## config.mk

```make
export PLATFORM = sky130hd
export DESIGN_NAME = next_permutation_generator_unit
export DESIGN_NICKNAME = d
export VERILOG_FILES = /design/src/rtl/core/npg_pkg.sv /design/src/rtl/core/npg_lane.sv /design/src/rtl/core/npg_find.sv /design/src/rtl/core/npg_merge.sv /design/src/rtl/core/next_permutation_generator_unit.sv
export SDC_FILE = /design/constraint.sdc
export NUM_CORES = 1
export LEC_CHECK = 0
export BUFFER_PORTS_ARGS = -buffer_cell sky130_fd_sc_hd__buf_4
export CAP_MARGIN = 20
export CORE_UTILIZATION = 25
export CTS_CLUSTER_DIAMETER = 60
export DETAILED_ROUTE_END_ITERATION = 12
export SKIP_CTS_REPAIR_TIMING = 1
export SYNTH_ARGS = -nofsm -noshare
export SYNTH_HDL_FRONTEND = slang
export SYNTH_SLANG_ARGS = --single-unit
```

## constraint.sdc

```tcl
create_clock -name clk -period 11.3 [get_ports clk]
set_clock_uncertainty 0.1 [all_clocks]
set_input_delay 0.565 -clock clk [delete_from_list [all_inputs] [get_ports clk]]
set_output_delay 0.565 -clock clk [all_outputs]
set_load 0.03 [all_outputs]
```

## src/rtl/core/npg_pkg.sv

```systemverilog
// ----------------------------------------------------------------------------
// npg_pkg: shared types, constants and helpers for the next permutation unit
// Element packing and unpacking, lane vectors and the pivot search struct.
// ----------------------------------------------------------------------------
package npg_pkg;

  // Sequence geometry
  localparam int NUM_ELEMENTS = 8;
  localparam int ELEM_BITS    = 4;
  localparam int SEQ_W        = 32;
  localparam int PACK_W       = NUM_ELEMENTS * ELEM_BITS;
  localparam int EXT_W        = (PACK_W > SEQ_W) ? PACK_W : SEQ_W;
  localparam int IDX_W        = $clog2(NUM_ELEMENTS);

  typedef logic [ELEM_BITS-1:0]                    elem_t;
  typedef logic [NUM_ELEMENTS-1:0][ELEM_BITS-1:0]  elem_arr_t;
  typedef logic [IDX_W-1:0]                        idx_t;
  typedef logic [SEQ_W-1:0]                        seq_t;

  // Pivot search result handed from the scan stage to the rebuild stage
  typedef struct packed {
    logic found;
    idx_t pivot;
  } find_t;

  // Split a word into elements; bits above the word read as zero
  function automatic elem_arr_t unpack_seq(input seq_t word);
    logic [EXT_W-1:0] ext;
    elem_arr_t        e;
    ext = EXT_W'(word);
    for (int k = 0; k < NUM_ELEMENTS; k++) begin
      e[k] = ext[k*ELEM_BITS +: ELEM_BITS];
    end
    return e;
  endfunction

  // Put elements back over the original word; bits above the elements pass
  function automatic seq_t pack_seq(input seq_t word, input elem_arr_t e);
    logic [EXT_W-1:0] ext;
    ext = EXT_W'(word);
    for (int k = 0; k < NUM_ELEMENTS; k++) begin
      ext[k*ELEM_BITS +: ELEM_BITS] = e[k];
    end
    return ext[SEQ_W-1:0];
  endfunction

endpackage

```

## src/rtl/core/npg_lane.sv

```systemverilog
// ----------------------------------------------------------------------------
// npg_lane: one compare lane
// Unsigned less-than between two elements; replicated across the sequence.
// ----------------------------------------------------------------------------
module npg_lane (
  input  npg_pkg::elem_t lhs,
  input  npg_pkg::elem_t rhs,
  output logic           less
);
  import npg_pkg::*;

  assign less = (lhs < rhs);

endmodule

```

## src/rtl/core/npg_find.sv

```systemverilog
// ----------------------------------------------------------------------------
// npg_find: pivot search
// Picks the rightmost ascent reported by the lanes.
// ----------------------------------------------------------------------------
module npg_find (
  input  logic [npg_pkg::NUM_ELEMENTS-2:0] ascent,
  output npg_pkg::find_t                   find
);
  import npg_pkg::*;

  // Highest-index set bit wins
  always_comb begin
    find = '0;
    for (int k = 0; k < NUM_ELEMENTS - 1; k++) begin
      if (ascent[k]) begin
        find.found = 1'b1;
        find.pivot = IDX_W'(k);
      end
    end
  end

endmodule

```

## src/rtl/core/npg_merge.sv

```systemverilog
// ----------------------------------------------------------------------------
// npg_merge: successor rebuild
// Picks the swap partner from the lane results, swaps it with the pivot and
// reverses the tail after the pivot.
// ----------------------------------------------------------------------------
module npg_merge (
  input  npg_pkg::seq_t                    word,
  input  npg_pkg::find_t                   find,
  input  logic [npg_pkg::NUM_ELEMENTS-1:0] above,
  output npg_pkg::seq_t                    seq_out,
  output logic                             has_next
);
  import npg_pkg::*;

  elem_arr_t elems;
  idx_t      partner;

  assign elems = unpack_seq(word);

  // Rightmost element past the pivot that is larger than it
  always_comb begin
    partner = find.pivot;
    for (int k = 0; k < NUM_ELEMENTS; k++) begin
      if (above[k] && (IDX_W'(k) > find.pivot)) begin
        partner = IDX_W'(k);
      end
    end
  end

  // Swap and tail reversal, one mux per position
  always_comb begin
    elem_arr_t        res;
    logic [IDX_W:0]   src_ext;
    idx_t             src;
    res     = elems;
    src_ext = '0;
    src     = '0;
    for (int p = 0; p < NUM_ELEMENTS; p++) begin
      if (find.found) begin
        if (IDX_W'(p) == find.pivot) begin
          res[p] = elems[partner];
        end else if (IDX_W'(p) > find.pivot) begin
          // mirror position within the tail
          src_ext = (IDX_W+1)'(NUM_ELEMENTS) + {1'b0, find.pivot} - (IDX_W+1)'(p);
          src     = src_ext[IDX_W-1:0];
          res[p]  = (src == partner) ? elems[find.pivot] : elems[src];
        end
      end
    end
    seq_out = pack_seq(word, res);
  end

  assign has_next = find.found;

endmodule

```

## src/rtl/core/next_permutation_generator_unit.sv

```systemverilog
// ----------------------------------------------------------------------------
// next_permutation_generator_unit: lexicographic next permutation
// Two-stage lane pipeline with a registered result word.
// ----------------------------------------------------------------------------
// Takes one packed sequence per word and returns its lexicographic successor
// (repeated values give multiset order); on the last permutation the word
// comes back unchanged with has_next low. Accepts one word per cycle while
// the pipeline is not stalled. Each result passes the two register stages in
// order: the ascent lanes with the pivot search, then the pivot compare
// lanes with the swap and reversal. A stalled result holds the whole pipeline.
module next_permutation_generator_unit (
  input  logic          clk,
  input  logic          rst_n,
  input  logic          in_valid,
  output logic          in_stall,
  input  npg_pkg::seq_t in_sequence_in,
  output logic          out_valid,
  input  logic          out_stall,
  output npg_pkg::seq_t out_sequence_out,
  output logic          out_has_next
);
  import npg_pkg::*;

  logic                    advance;
  elem_arr_t               elems_a;
  logic [NUM_ELEMENTS-2:0] ascent;
  find_t                   find_a;

  logic                    s1_valid_r, s1_valid_nxt;
  seq_t                    s1_word_r;
  find_t                   s1_find_r;

  elem_arr_t               elems_b;
  elem_t                   pivot_elem;
  logic [NUM_ELEMENTS-1:0] above;
  seq_t                    merged_seq;
  logic                    merged_next;

  logic                    out_valid_r, out_valid_nxt;
  seq_t                    out_seq_r;
  logic                    out_has_next_r;

  // Pipeline moves whenever the result register is free or being taken
  assign advance  = !out_valid_r || !out_stall;
  assign in_stall = !advance;

  // Stage A: ascent lanes and pivot search
  assign elems_a = unpack_seq(in_sequence_in);

  for (genvar k = 0; k < NUM_ELEMENTS - 1; k++) begin : g_ascent
    npg_lane u_lane (
      .lhs  (elems_a[k]),
      .rhs  (elems_a[k+1]),
      .less (ascent[k])
    );
  end

  npg_find u_find (
    .ascent (ascent),
    .find   (find_a)
  );

  assign s1_valid_nxt = advance ? in_valid : s1_valid_r;

  always_ff @(posedge clk) begin
    if (!rst_n) begin
      s1_valid_r <= 1'b0;
    end else begin
      s1_valid_r <= s1_valid_nxt;
    end
  end

  always_ff @(posedge clk) begin
    if (advance) begin
      s1_word_r <= in_sequence_in;
      s1_find_r <= find_a;
    end
  end

  // Stage B: compare every element against the pivot, then rebuild
  assign elems_b    = unpack_seq(s1_word_r);
  assign pivot_elem = elems_b[s1_find_r.pivot];

  for (genvar k = 0; k < NUM_ELEMENTS; k++) begin : g_above
    npg_lane u_lane (
      .lhs  (pivot_elem),
      .rhs  (elems_b[k]),
      .less (above[k])
    );
  end

  npg_merge u_merge (
    .word     (s1_word_r),
    .find     (s1_find_r),
    .above    (above),
    .seq_out  (merged_seq),
    .has_next (merged_next)
  );

  // Result register
  assign out_valid_nxt = advance ? s1_valid_r : out_valid_r;

  always_ff @(posedge clk) begin
    if (!rst_n) begin
      out_valid_r <= 1'b0;
    end else begin
      out_valid_r <= out_valid_nxt;
    end
  end

  always_ff @(posedge clk) begin
    if (advance) begin
      out_seq_r      <= merged_seq;
      out_has_next_r <= merged_next;
    end
  end

  assign out_valid        = out_valid_r;
  assign out_sequence_out = out_seq_r;
  assign out_has_next     = out_has_next_r;

  // An accepted word reaches stage B on the next edge
  a_stage_fill: assert property (@(posedge clk) disable iff (!rst_n)
    in_valid && !in_stall |=> s1_valid_r)
    else $error("accepted word did not enter stage B");

  // Stage B contents reach the result register when the pipeline moves
  a_result_fill: assert property (@(posedge clk) disable iff (!rst_n)
    advance && s1_valid_r |=> out_valid_r)
    else $error("stage B word lost on its way to the result register");

  // No successor means the word passes through unchanged
  a_last_passes: assert property (@(posedge clk) disable iff (!rst_n)
    advance && s1_valid_r && !s1_find_r.found
      |=> !out_has_next_r && (out_seq_r == $past(s1_word_r)))
    else $error("last permutation was altered");

  // A found pivot always has a right neighbor
  a_pivot_range: assert property (@(posedge clk) disable iff (!rst_n)
    s1_valid_r && s1_find_r.found |-> (int'(s1_find_r.pivot) <= NUM_ELEMENTS - 2))
    else $error("pivot index past the last ascent position");

endmodule
```

=== Word level (Yosys, flattened, before mapping) ===
Index checks and enable logic that the tools add are counted.

* Flip-flop bits (word level): 71
* Latch bits: 0
* Bits in writable memories: 0
* ROM bits: 0
* Bits of input ports: 36
* Output and inout bits: 35
* Word-level logic and storage cells: 145
* Memories kept: 0

* Add/subtract/negate cells: 8
* Multipliers: 0
* Divide/modulo/power cells: 0
* Order comparisons: 33
* Equal/unequal tests: 15
* Shift operators: 0
* Mux-type cells: 66
* Bitwise gates (word level): 0
* Reductions and logical operators: 15

{| class="wikitable"
|+ Operators by type and width
! kind !! number
|-
| 2-to-1 mux 4 bit || 43
|-
| binary-select mux 4 bit (select 3 bit) || 10
|-
| < comparator 4 bit || 15
|-
| < comparator 3 x 4 -> 1 bit, second input constant || 10
|-
| 2-to-1 mux 3 bit || 11
|-
| equality test 3 bit || 8
|-
| equality test 3 bit, first input constant || 4
|-
| greater-than comparator 3 bit, first input constant || 4
|-
| subtractor 3 bit, second input constant || 4
|-
| logical AND 1 bit || 8
|-
| equality test 2 x 3 -> 1 bit, first input constant || 2
|-
| greater-than comparator 1 x 3 -> 1 bit, first input constant || 2
|-
| greater-than comparator 2 x 3 -> 1 bit, first input constant || 2
|-
| OR reduction 6 bit || 1
|-
| subtractor 3 x 2 -> 3 bit, second input constant || 2
|-
| 2-to-1 mux 2 bit || 2
|-
| adder 1 x 3 -> 3 bit, first input constant || 1
|-
| equality test 1 x 3 -> 1 bit, first input constant || 1
|-
| zero test 1 bit || 3
|-
| zero test 3 bit || 1
|-
| OR reduction 3 bit || 1
|-
| subtractor 3 x 1 -> 3 bit, second input constant || 1
|-
| logical OR 1 bit || 1
|}

=== Longest topological paths before layout ===
Gate-level depths: netlist (run 1).

* Depth in word-level cells: 17
* Gate-level depth with buffers: 19
* Mapped depth without buffers: 15

=== By module ===
Synthesis (run 1) repeated with hierarchy kept, for this count alone.

* Cells, all modules: 689
* Area total of the unflattened synthesis: 6954.2 µm²

{| class="wikitable"
|+ Modules (own cells, without submodules)
! module !! times used !! cells each !! area each (µm²) !! sequential area each (µm²)
|-
| npg_merge || 1 || 424 || 3200.6 || 0.0
|-
| next_permutation_generator_unit || 1 || 91 || 2418.6 || 2112.0
|-
| npg_lane || 15 || 11 || 85.1 || 0.0
|-
| npg_find || 1 || 9 || 58.8 || 0.0
|}

=== Worst setup path after synthesis (run 1) ===
OpenSTA, ideal clock, no wires.

* Path type: register to register
* Start point: reg s1_find_r[1] in the netlist's numbering
* End point: reg out_seq_r[5], in the netlist out_sequence_out[5] (data pin)
* Library setup time: 260 ps
* Data arrival time: 4889 ps
* Data required time: 10940 ps
* Setup slack: 6051 ps
* Stages on the path, launching flop included: 18
* Buffers on the path: 3
* Period minus slack after synthesis: 5249 ps
* Cells stage by stage: edfxtp_1 buf_4 buf_1 mux4_2 mux2i_1 inv_1 ha_1 or4b_1 o2bb2ai_1 a211o_1 a21oi_1 mux2_2 a311oi_2 or3b_1 buf_2 o21a_1 a22oi_1 o21ai_1

* Cells in the longest elaborated chain, start to end: 17
* Elaborated cells between the ends (all ways): 46
* Those cells by class: 2 x add/sub; 16 x order compare; 2 x eq/ne; 18 x mux; 8 x reduce/logical

{| class="wikitable"
|+ Ends and longest elaborated chain
! element !! line !! RTL
|-
| from (decl) || next_permutation_generator_unit.sv:31 || <nowiki>find_t s1_find_r;</nowiki>
|-
| from (signal assigned) || next_permutation_generator_unit.sv:76 || <nowiki>s1_find_r <= find_a;</nowiki>
|-
| binary-select mux 4 bit (select 3 bit) || npg_merge.sv:46, next_permutation_generator_unit.sv:82 ||
|-
| 2-to-1 mux 4 bit (implied by the code) || npg_merge.sv:46, next_permutation_generator_unit.sv:82 ||
|-
| < comparator 4 bit || npg_lane.sv:12 || <nowiki>assign less = (lhs < rhs);</nowiki>
|-
| logical AND 1 bit || npg_merge.sv:24 || <nowiki>if (above[k] && (IDX_W'(k) > find.pivot)) begin</nowiki>
|-
| 2-to-1 mux 3 bit (8 in series) || npg_merge.sv:24 ||
|-
| equality test 3 bit || npg_merge.sv:46 || <nowiki>res[p] = (src == partner) ? elems[find.pivot] : elems[src];</nowiki>
|-
| 2-to-1 mux 4 bit || npg_merge.sv:46 ||
|-
| 2-to-1 mux 4 bit || npg_merge.sv:42 || <nowiki>end else if (IDX_W'(p) > find.pivot) begin</nowiki>
|-
| 2-to-1 mux 4 bit (*) || npg_merge.sv:40 || <nowiki>if (IDX_W'(p) == find.pivot) begin</nowiki>
|-
| 2-to-1 mux 4 bit (*) || npg_merge.sv:39 || <nowiki>if (find.found) begin</nowiki>
|-
| named net merged_seq[5] || next_permutation_generator_unit.sv:36 || <nowiki>seq_t merged_seq;</nowiki>
|-
| to (signal assigned) || next_permutation_generator_unit.sv:113 || <nowiki>out_seq_r <= merged_seq;</nowiki>
|-
| to (decl) || next_permutation_generator_unit.sv:40 || <nowiki>seq_t out_seq_r;</nowiki>
|}

Mark *: on every way through the listed nets, which the timed path passes. The rest lies on a longest branch. The select of a mux whose other input is x is not followed.
A chain may end at the register's enable or synchronous reset.

=== Worst setup path after layout (run 1) ===
* Start point: reg s1_find_r[2] in the netlist's numbering
* End point: reg out_seq_r[29], in the netlist out_sequence_out[29] (data pin)

The elaborated chain is that of the path after synthesis.

==> results of run 1 <==
cell families after synthesis:
group / synth area share
buffers and inverters: 0.0543
adders and majority gates: 0.102
muxes: 0.192
and+or+nand+nor: 0.135
DFF: 0.318
AOI/OAI and AO/OA: 0.191
xor gates and xnor gates: 0.00773
worst max-delay path: stages (launching register included):
cell and delay [ns]:
edfxtp_1 0.32, buf_4 0.31, clkinv_1 0.59, mux2i_1 0.84, inv_1 0.41, ha_1 0.38, or3_1 0.36, a221oi_1 0.52
a21oi_1 0.08, a211oi_1 0.42, o31a_1 0.51, a211oi_1 0.11, o31a_1 0.38, a2111oi_4 0.65, a221oi_1 0.21, a21oi_1 0.18
layout make-up:
| cell class | count | area share |
|---|---|---|
| Clock buffer | 11 | 0.0299 |
| Inverter | 59 | 0.0285 |
| Multi-Input combinational cell | 495 | 0.536 |
| Tap cell | 335 | 0.0539 |
| Clock inverter | 5 | 0.00450 |
| Timing Repair Buffer | 79 | 0.0759 |
| Sequential cell | 71 | 0.272 |
cells in the final DEF, fill, tap and decap left out, types with 12 or more instances in the layout:
cell      count
edfxtp_1     69
a21oi_1      29
nand2_1      38
inv_1        57
nand3_1      16
nor3_1       15
mux2i_1      53
a21o_1       18
ha_1         54
nand2b_1     12
nor2_1       41
buf_4        78
mux4_2       31
o21ai_0      24
o22ai_1      12
layer usage:
metal	vias to the layer above	wire length (um)	global-route usage
met5	-	0	0.00758
met4	0	922	0.0734
li1	2662	-	-
met1	2778	9940	0.238
met2	373	9740	0.248
met3	72	2470	0.0490
flip-flops by register name, indices dropped and copies added, names as in the netlist:
signal	cells
elems_b	32
out_has_next	1
out_sequence_out	32
out_valid	1
s1_find_r	4
s1_valid_r	1
synth_stat cells (3+ instances only):
library cell,number,area share
nand2b_1,12,0.011
nand2_1,39,0.022
o211ai_1,5,0.0057
edfxtp_1,69,0.31
o21ai_0,24,0.018
and3_1,5,0.0047
and2_1,5,0.0047
nor4_1,7,0.0066
nand3_1,16,0.012
clkbuf_1,13,0.0074
o22ai_1,12,0.011
ha_1,54,0.10
o21a_1,7,0.0079
a221oi_1,6,0.0079
a31oi_1,7,0.0066
xnor2_1,3,0.0040
o31a_1,3,0.0040
a211o_1,4,0.0053
nor2b_1,11,0.010
and4_1,3,0.0040
a21o_1,18,0.020
a21oi_1,29,0.022
buf_1,8,0.0045
mux2_2,3,0.0051
or3_1,4,0.0038
nor2_1,41,0.023
inv_1,57,0.032
buf_2,9,0.0068
nor3_1,15,0.011
o21ai_1,4,0.0030
o2111ai_1,3,0.0040
a22oi_1,10,0.011
o221ai_1,4,0.0053
o31ai_1,4,0.0045
mux2i_1,53,0.080
mux4_2,31,0.11
a211oi_1,11,0.012
path summary, 6_finish.rpt:
path                          start                   end  slack (ns)  depth (start not counted)
hold / removal    in_sequence_in[1]            elems_b[1]        0.31                          1
setup reg to reg       s1_find_r[2]  out_sequence_out[29]        4.75                         15
setup / recovery       s1_find_r[2]  out_sequence_out[29]        4.75                         15
hold reg to reg          s1_valid_r            s1_valid_r        0.37                          2
power by group through the flow:
stage,clock network (mW),logic (mW),registers (mW)
4_1_cts,0.261,0.773,0.379
2_1_floorplan,0,0.483,0.440
3_3_place_gp,0,0.771,0.384
5_1_grt,0.270,0.845,0.383
6_report,0.255,0.792,0.380
3_5_place_dp,0,0.770,0.385
==> flow_metrics.tcl, run 1 <==
set metrics [dict create \
    dp.cells 1038 \
    rsz0062_at_grt "no" \
    critPathLaunchType "flop" \
    cts_max_path_buffers 2 \
    grt_max_degree 72 \
    grt_pass1_wl_um 35000 \
    drtPass1Iterations 5 \
    synthesis.nets 747 \
    globalplace.congestion 0.989 \
    synth_cell_types 76 \
    ios 71 \
    synthesis.area_mm2 0.00664 \
    hold_viol_final 0 \
    wirelength_um 23100 \
    rows 59 \
    clock_latency_ns 0.34 \
    grt_overflow 0 \
    route.detailed.drc 0 \
    cts_root_buf "clkbuf_16" \
    grt_pass1_vias 5711 \
    intPower_uw 793 \
    power_density_mw_per_mm2 183 \
    async_flop_share 0 \
    yosysSeqAreaShare 0.318 \
    seqPwrFrac 0.266 \
    maxSlewHeadroom 0.319 \
    instances_no_fill 1055 \
    p_leak_nw 3.26 \
    path_clk_slew_ns 0.06 \
    syn2layout_area_growth_pct 17.2 \
    swShare 0.445 \
    critical_path.max_fanout 25 \
    fin_nets 805 \
    diodes 0 \
    dp_hpwl_um 17000 \
    via_per_inst 5.58 \
    synth_edf_count 69 \
    worst-setup-path-type "flop to flop" \
    fillCellCount 2691 \
    dr.first_iter.drc_count 692 \
    setup_tns_ns 0 \
    design_area_mm2 0.00778 \
    start_util 0.255 \
    syn_area_per_cell_um2 10.1 \
    cts_tree "done" \
    maxCapViolCount 0 \
    total_power_mw 1.43 \
    drive_gt1_frac 0.201 \
    dpl_cell_area_mm2 0.00751 \
    multi_input_area_mm2 0.00417 \
    finalSetupViolCount 0 \
    p_switching_uw 635 \
    post-place-ws_ns 4.84 \
    outcome "complete, no violations" \
    power_frac_clock 0.179 \
    ir_worst_vdd_mv 0.0854 \
    postSynthCellCount 657 \
    synthFlopType "edfxtp_1" \
    core_mm2 0.0261 \
    cts_buffers 9 \
    wl_per_cell_um 21.9 \
    synth.ff_latch_count 71 \
    fin_crit_sh 0.579 \
    slew_viol_final 0 \
    seq_area_mm2 0.00211 \
    yosys_warnings 0 \
    cts_sinks 71 \
    hold-worst-slack_ns 0.307 \
    grt_antenna_before_repair 0 \
    post-route-min-period_ns 6.55 \
    max_slew.worst_pin.slew_ns 1.02 \
    fin_ws_ns 4.75 \
    crit_required_ns 11.38 \
    ant_nets 0 \
    worstPathArrival_ns 6.63 \
    max_freq_mhz 153 \
    die_x_um 165 \
    die_h_um 165 \
    power_frac_comb 0.555 \
    port-buffer-count 70 \
    crit_path_end_kind "flop" \
    die_area_mm2 0.0272 \
    vias 5885 \
    worstHoldPathType "input pin to flop" \
    grt.total_usage 0.173 \
    cts_max_level 3 \
    fin_util 0.299 \
]
Power figures use the tool's default switching activity.
==> inputs of run 2 (changes only) <==
==> constraint.sdc (replaced) <==
create_clock -name clk -period 5.9 [get_ports clk]
set_clock_uncertainty 0.1 [all_clocks]
set_input_delay 0.295 -clock clk [delete_from_list [all_inputs] [get_ports clk]]
set_output_delay 0.295 -clock clk [all_outputs]
set_load 0.03 [all_outputs]
==> run 2 against run 1 <==
Worst setup slack got worse by 4.3 ns. Via count rose by 3.2%. Combinational power rose by 99%. Highest routed layer unchanged. Sequential share of layout area fell by 0.99 points. Die area did not move. First-iteration DRC count rose by 1.0%. Clock-buffer cell count fell by 2. Global-route usage barely moved. Cell area rose by 3.8%. Critical path type unchanged.
==> flow_metrics.tcl, run 2 (synthesized netlist as in run 1, its figures left out) <==
set metrics [dict create \
    outcome "complete, no violations" \
    worstHoldPathType "input pin to flop" \
    wl_per_cell_um 21.3 \
    via_per_inst 5.57 \
    grt_pass1_vias 5706 \
    grt_max_degree 72 \
    multi_input_area_mm2 0.00417 \
    core_mm2 0.0261 \
    path_clk_slew_ns 0.06 \
    intPower_mw 1.60 \
    setup_tns_ns 0 \
    crit_buf_inv 2 \
    crit_chain "buf_4, mux4_2, mux2i_1, inv_1, ha_1, or4b_1, o2bb2ai_1, o31a_1, nor3_1, mux2_2, nor4bb_1, nand3_1, mux2i_1, o22ai_1, nor2_1" \
    instances_no_fill 1090 \
    drive_gt1_frac 0.241 \
    grt_overflow 0 \
    fin_crit_sh 0.931 \
    ios 71 \
    syn2layout_area_growth_pct 21.6 \
    grt_antenna_before_repair 0 \
    port-buffer-count 70 \
    dr.first_iter.drc_count 699 \
    cpPeakStageDelay_ns 0.78 \
    seq_area_mm2 0.00211 \
    crit_family "simple AND/OR/NAND/NOR gates" \
    dp_hpwl_um 17600 \
    route.detailed.drc 0 \
    cts_buffers 9 \
    p_leak_nw 3.45 \
    globalplace.congestion 0.990 \
    diodes 0 \
    grt.total_usage 0.173 \
    wirelength_um 23200 \
    fin_nets 840 \
    power_density_mw_per_mm2 350 \
    clock_latency_ns 0.35 \
    seqPwrFrac 0.250 \
    vias 6076 \
    fin_util 0.310 \
    dp.cells 1068 \
    crit_path_end_kind "flop" \
    cts_root_buf "clkbuf_16" \
    critPathLaunchType "flop" \
    cts_sinks 71 \
    post-route-min-period_ns 5.50 \
    critical_path.max_fanout 9 \
    drtPass1Iterations 7 \
    crit_required_ns 5.99 \
    worstPathArrival_ns 5.59 \
    worst-setup-path-type "flop to flop" \
    final_cell_mix "buf_4, edfxtp_1, inv_1, ha_1, mux2i_1" \
    critPathMostFrequentCell "mux2i_1" \
    p_switching_mw 1.22 \
    maxCapViolCount 0 \
    die_area_mm2 0.0272 \
    die_x_um 165 \
    finalSetupViolCount 0 \
    cts_max_level 3 \
    max_slew.worst_pin.slew_ns 1.01 \
    swShare 0.432 \
    cts_tree "done" \
    rows 59 \
    slowest_stage "nor4bb_1" \
    hold_viol_final 0 \
    rsz0062_at_grt "no" \
    max_freq_mhz 182 \
    power_frac_clock 0.193 \
    power_frac_comb 0.558 \
    grt_pass1_wl_um 34400 \
    fillCellCount 2681 \
    die_h_um 165 \
    total_power_mw 2.83 \
    cts_max_path_buffers 2 \
    start_util 0.255 \
    slew_viol_final 0 \
    layout_commonest_cell "buf_4" \
    ant_nets 0 \
    maxSlewHeadroom 0.329 \
    ir_worst_vdd_mv 0.142 \
]
-- run 2: changes by cell type in the layout (fill, tap and decap cells not counted) --
cell and delta:
clkinvlp_4 -1, clkbuf_4 +1, clkinv_2 +1, buf_4 +35, inv_6 +1, buf_2 -1
bufinv_16 +1, clkbuf_1 -2
-- run 2: final timing paths --
kind                                    startpoint                   end  slack [ns]  depth (start not counted)
worst min register to register          s1_valid_r            s1_valid_r        0.36                          2
worst min-delay path            in_sequence_in[31]           elems_b[31]        0.04                          1
worst max register to register        s1_find_r[1]  out_sequence_out[23]        0.40                         15
worst max-delay path                  s1_find_r[1]  out_sequence_out[23]        0.40                         15
-- run 2: final cells by class --
cell class / instances / area share
Sequential cell: 71 / 0.262
Timing Repair Buffer: 114 / 0.106
Tap cell: 335 / 0.0519
Clock buffer: 9 / 0.0279
Inverter: 59 / 0.0274
Clock inverter: 7 / 0.00883
Multi-Input combinational cell: 495 / 0.516
-- run 2: power groups by stage --
| stage | Clock [mW] | Combinational (mW) | Sequential [mW] |
|---|---|---|---|
| 6_report | 0.545 | 1.58 | 0.705 |
| 5_1_grt | 0.575 | 1.68 | 0.715 |
| 4_1_cts | 0.560 | 1.54 | 0.710 |
| 3_5_place_dp | 0 | 1.53 | 0.721 |
| 3_3_place_gp | 0 | 1.52 | 0.720 |
| 2_1_floorplan | 0 | 0.924 | 0.842 |
-- run 2: layer usage --
layer,track usage,vias up,wire length [um]
li1,-,2742,-
met5,0,-,0
met1,0.238,2875,9850
met4,0.0763,0,991
met2,0.252,391,9720
met3,0.0450,68,2660
-- run 2: per-stage QoR --
step / setup slack, ns / hold slack (ns) / area [um2]
after floorplan: 0.651 / 0.294 / 6640
after global placement: 0.401 / 0.353 / 7730
after detailed placement: 0.315 / 0.362 / 7730
after CTS: 0.291 / 0.0162 / 8030
after global routing: 0.189 / 0.0226 / 8070
final: 0.405 / 0.0360 / 8070
==> inputs of run 3 (changes only) <==
==> constraint.sdc (replaced) <==
create_clock -name clk -period 5 [get_ports clk]
set_clock_uncertainty 0.1 [all_clocks]
set_input_delay 1 -clock clk [delete_from_list [all_inputs] [get_ports clk]]
set_output_delay 1 -clock clk [all_outputs]
set_load 0.03 [all_outputs]
==> run 3 against run 2 <==
Maximum frequency increased by 13%. Cell area grew 4.9%. Sequential share of layout area decreased by 1.2 points. Critical path depth is 2 higher. Critical endpoint is now out_sequence_out[19]. Global-route usage increased by 0.61 points. Clock-buffer cell count is the same. Highest routed layer unchanged. Die area stayed put. Cell count increased by 3.9%.
==> flow_metrics.tcl, run 3 (synthesized netlist as in run 1, its figures left out) <==
set metrics [dict create \
    outcome "complete, no violations" \
    crit_chain "buf_4, mux4_2, mux2i_2, inv_1, ha_1, and2_1, a2111oi_2, buf_4, o21ai_0, nand2_1, a211oi_4, o31ai_1, buf_4, a211oi_1, and4b_1, buf_4, o221a_2" \
    start_util 0.255 \
    critical_path.max_fanout 9 \
    final_cell_mix "buf_4, edfxtp_1, inv_1, ha_1, mux2i_1" \
    core_mm2 0.0261 \
    vias 6238 \
    cts_sinks 71 \
    path_clk_slew_ns 0.06 \
    die_x_um 165 \
    busiest_layer "met2" \
    r2r_slack_ns 0.15 \
    min_path_cells 2 \
    grt_pass1_wl_um 35700 \
    power_density_mw_per_mm2 422 \
    cts_buffers 9 \
    max_slew.worst_pin.slew_ns 0.906 \
    maxSlewHeadroom 0.396 \
    port-buffer-count 70 \
    syn2layout_area_growth_pct 27.6 \
    slew_viol_final 0 \
    r2r_end "out_sequence_out[19]" \
    ant_nets 0 \
    maxCapViolCount 0 \
    grt.total_usage 0.179 \
    ir_worst_vdd_mv 0.161 \
    post-route-min-period_ns 4.85 \
    diodes 0 \
    finalSetupViolCount 0 \
    grt_max_degree 71 \
    max_freq_mhz 206 \
    dr.first_iter.drc_count 581 \
    grt_pass1_vias 6076 \
    grt_overflow 0 \
    grt_util_met2 0.266 \
    rsz0062_at_grt "yes" \
    crit_path_end_kind "flop" \
    globalplace.congestion 0.980 \
    ios 71 \
    hold_viol_final 0 \
    cpPeakStageDelay_ns 0.59 \
    drtPass1Iterations 5 \
    hold_start "s1_valid_r" \
    worstPathArrival_ns 4.85 \
    layout_commonest_cell "buf_4" \
    design_area_mm2 0.00847 \
    cts_tree "done" \
    grt_antenna_before_repair 0 \
    route.detailed.drc 0 \
    grt.met3_usage 0.0525 \
    dp_hpwl_um 18600 \
    wirelength_um 23900 \
    p_leak_nw 3.67 \
    rows 59 \
    worstHoldPathType "flop to flop" \
    clock_latency_ns 0.35 \
    dpl_cell_area_mm2 0.00811 \
    wl_per_cell_um 21.1 \
    gr-usage-met1 0.237 \
    cts_max_path_buffers 2 \
    critPathMostFrequentCell "buf_4" \
    r2r_start "s1_find_r[1]" \
    ff2ff_path_depth 17 \
    critPathLaunchType "flop" \
    die_h_um 165 \
    via_per_inst 5.51 \
    cts_root_buf "clkbuf_16" \
    worst-setup-path-type "flop to flop" \
    cts_max_level 3 \
    fin_nets 882 \
    crit_required_ns 5.00 \
    drive_gt1_frac 0.294 \
    hold_path_end "s1_valid_r" \
    fin_crit_sh 0.970 \
    die_area_mm2 0.0272 \
    total_power_mw 3.58 \
    slowest_stage "mux4_2" \
]
run 3: changes by cell type in the layout (fill, tap and decap cells not counted), sizes merged:
cell	change
clkbuf	-1
clkinvlp	+1
buf	+43
clkinv	-4
inv	+3
run 3: final cells by class:
class,count,area [um2]
Fill cell,2666,17600
Inverter,59,221
Clock buffer,9,225
Clock inverter,7,86.3
Timing Repair Buffer,156,1180
Sequential cell,71,2110
Tap cell,335,419
Multi-Input combinational cell,495,4220
run 3: report_power, final:
| part | internal [mW] | switching, mW | total [mW] |
|---|---|---|---|
| registers | 0.779 | 0.0424 | 0.822 |
| clock network | 0.397 | 0.278 | 0.676 |
| logic | 0.865 | 1.22 | 2.08 |
run 3: per-stage QoR:
| step | util | cells | worst slack, ns | hold WS, ns | TNS [ns] |
|---|---|---|---|---|---|
| 4_1_cts | 0.323 | 1132 | 0.0113 | 0.385 | 0 |
| 3_3_place_gp | 0.311 | 1116 | 0.0144 | 0.356 | 0 |
| 2_1_floorplan | - | 657 | 0.00326 | 0.324 | 0 |
| 5_1_grt | 0.325 | 1132 | -0.0676 | 0.427 | -0.0676 |
| 3_5_place_dp | 0.311 | 1116 | 0.0319 | 0.371 | 0 |
| 6_report | 0.325 | 1132 | 0.152 | 0.380 | 0 |
run 3: critical path: cells and delay by family, from the launching register on:
family                   cells  cell delay (ns)
multiplexers                 2             0.79
adder cells (fa/ha/maj)      1             0.33
flip-flops                   1             0.32
AO/OA/AOI/OAI                6             1.41
buffers and inverters        5             0.89
AND/OR/NAND/NOR              3             0.75
run 3: layer usage:
layer  share of wire  wire length, um  up-vias
li1                -                -     2819
met1            0.41             9850     2954
met2            0.43            10300      395
met3            0.12             2890       70
met4           0.036              868        0
met5               0                0        -
run 3: how the worst max path moves through the flow:
stage,from,end,cells after the start
after floorplan,s1_find_r[1],out_sequence_out[5],17
after global placement,s1_find_r[1],out_sequence_out[5],16
after detailed placement,s1_find_r[1],out_sequence_out[5],16
after CTS,s1_find_r[1],out_sequence_out[5],16
after global routing,s1_find_r[1],out_sequence_out[14],18
final,s1_find_r[1],out_sequence_out[19],17
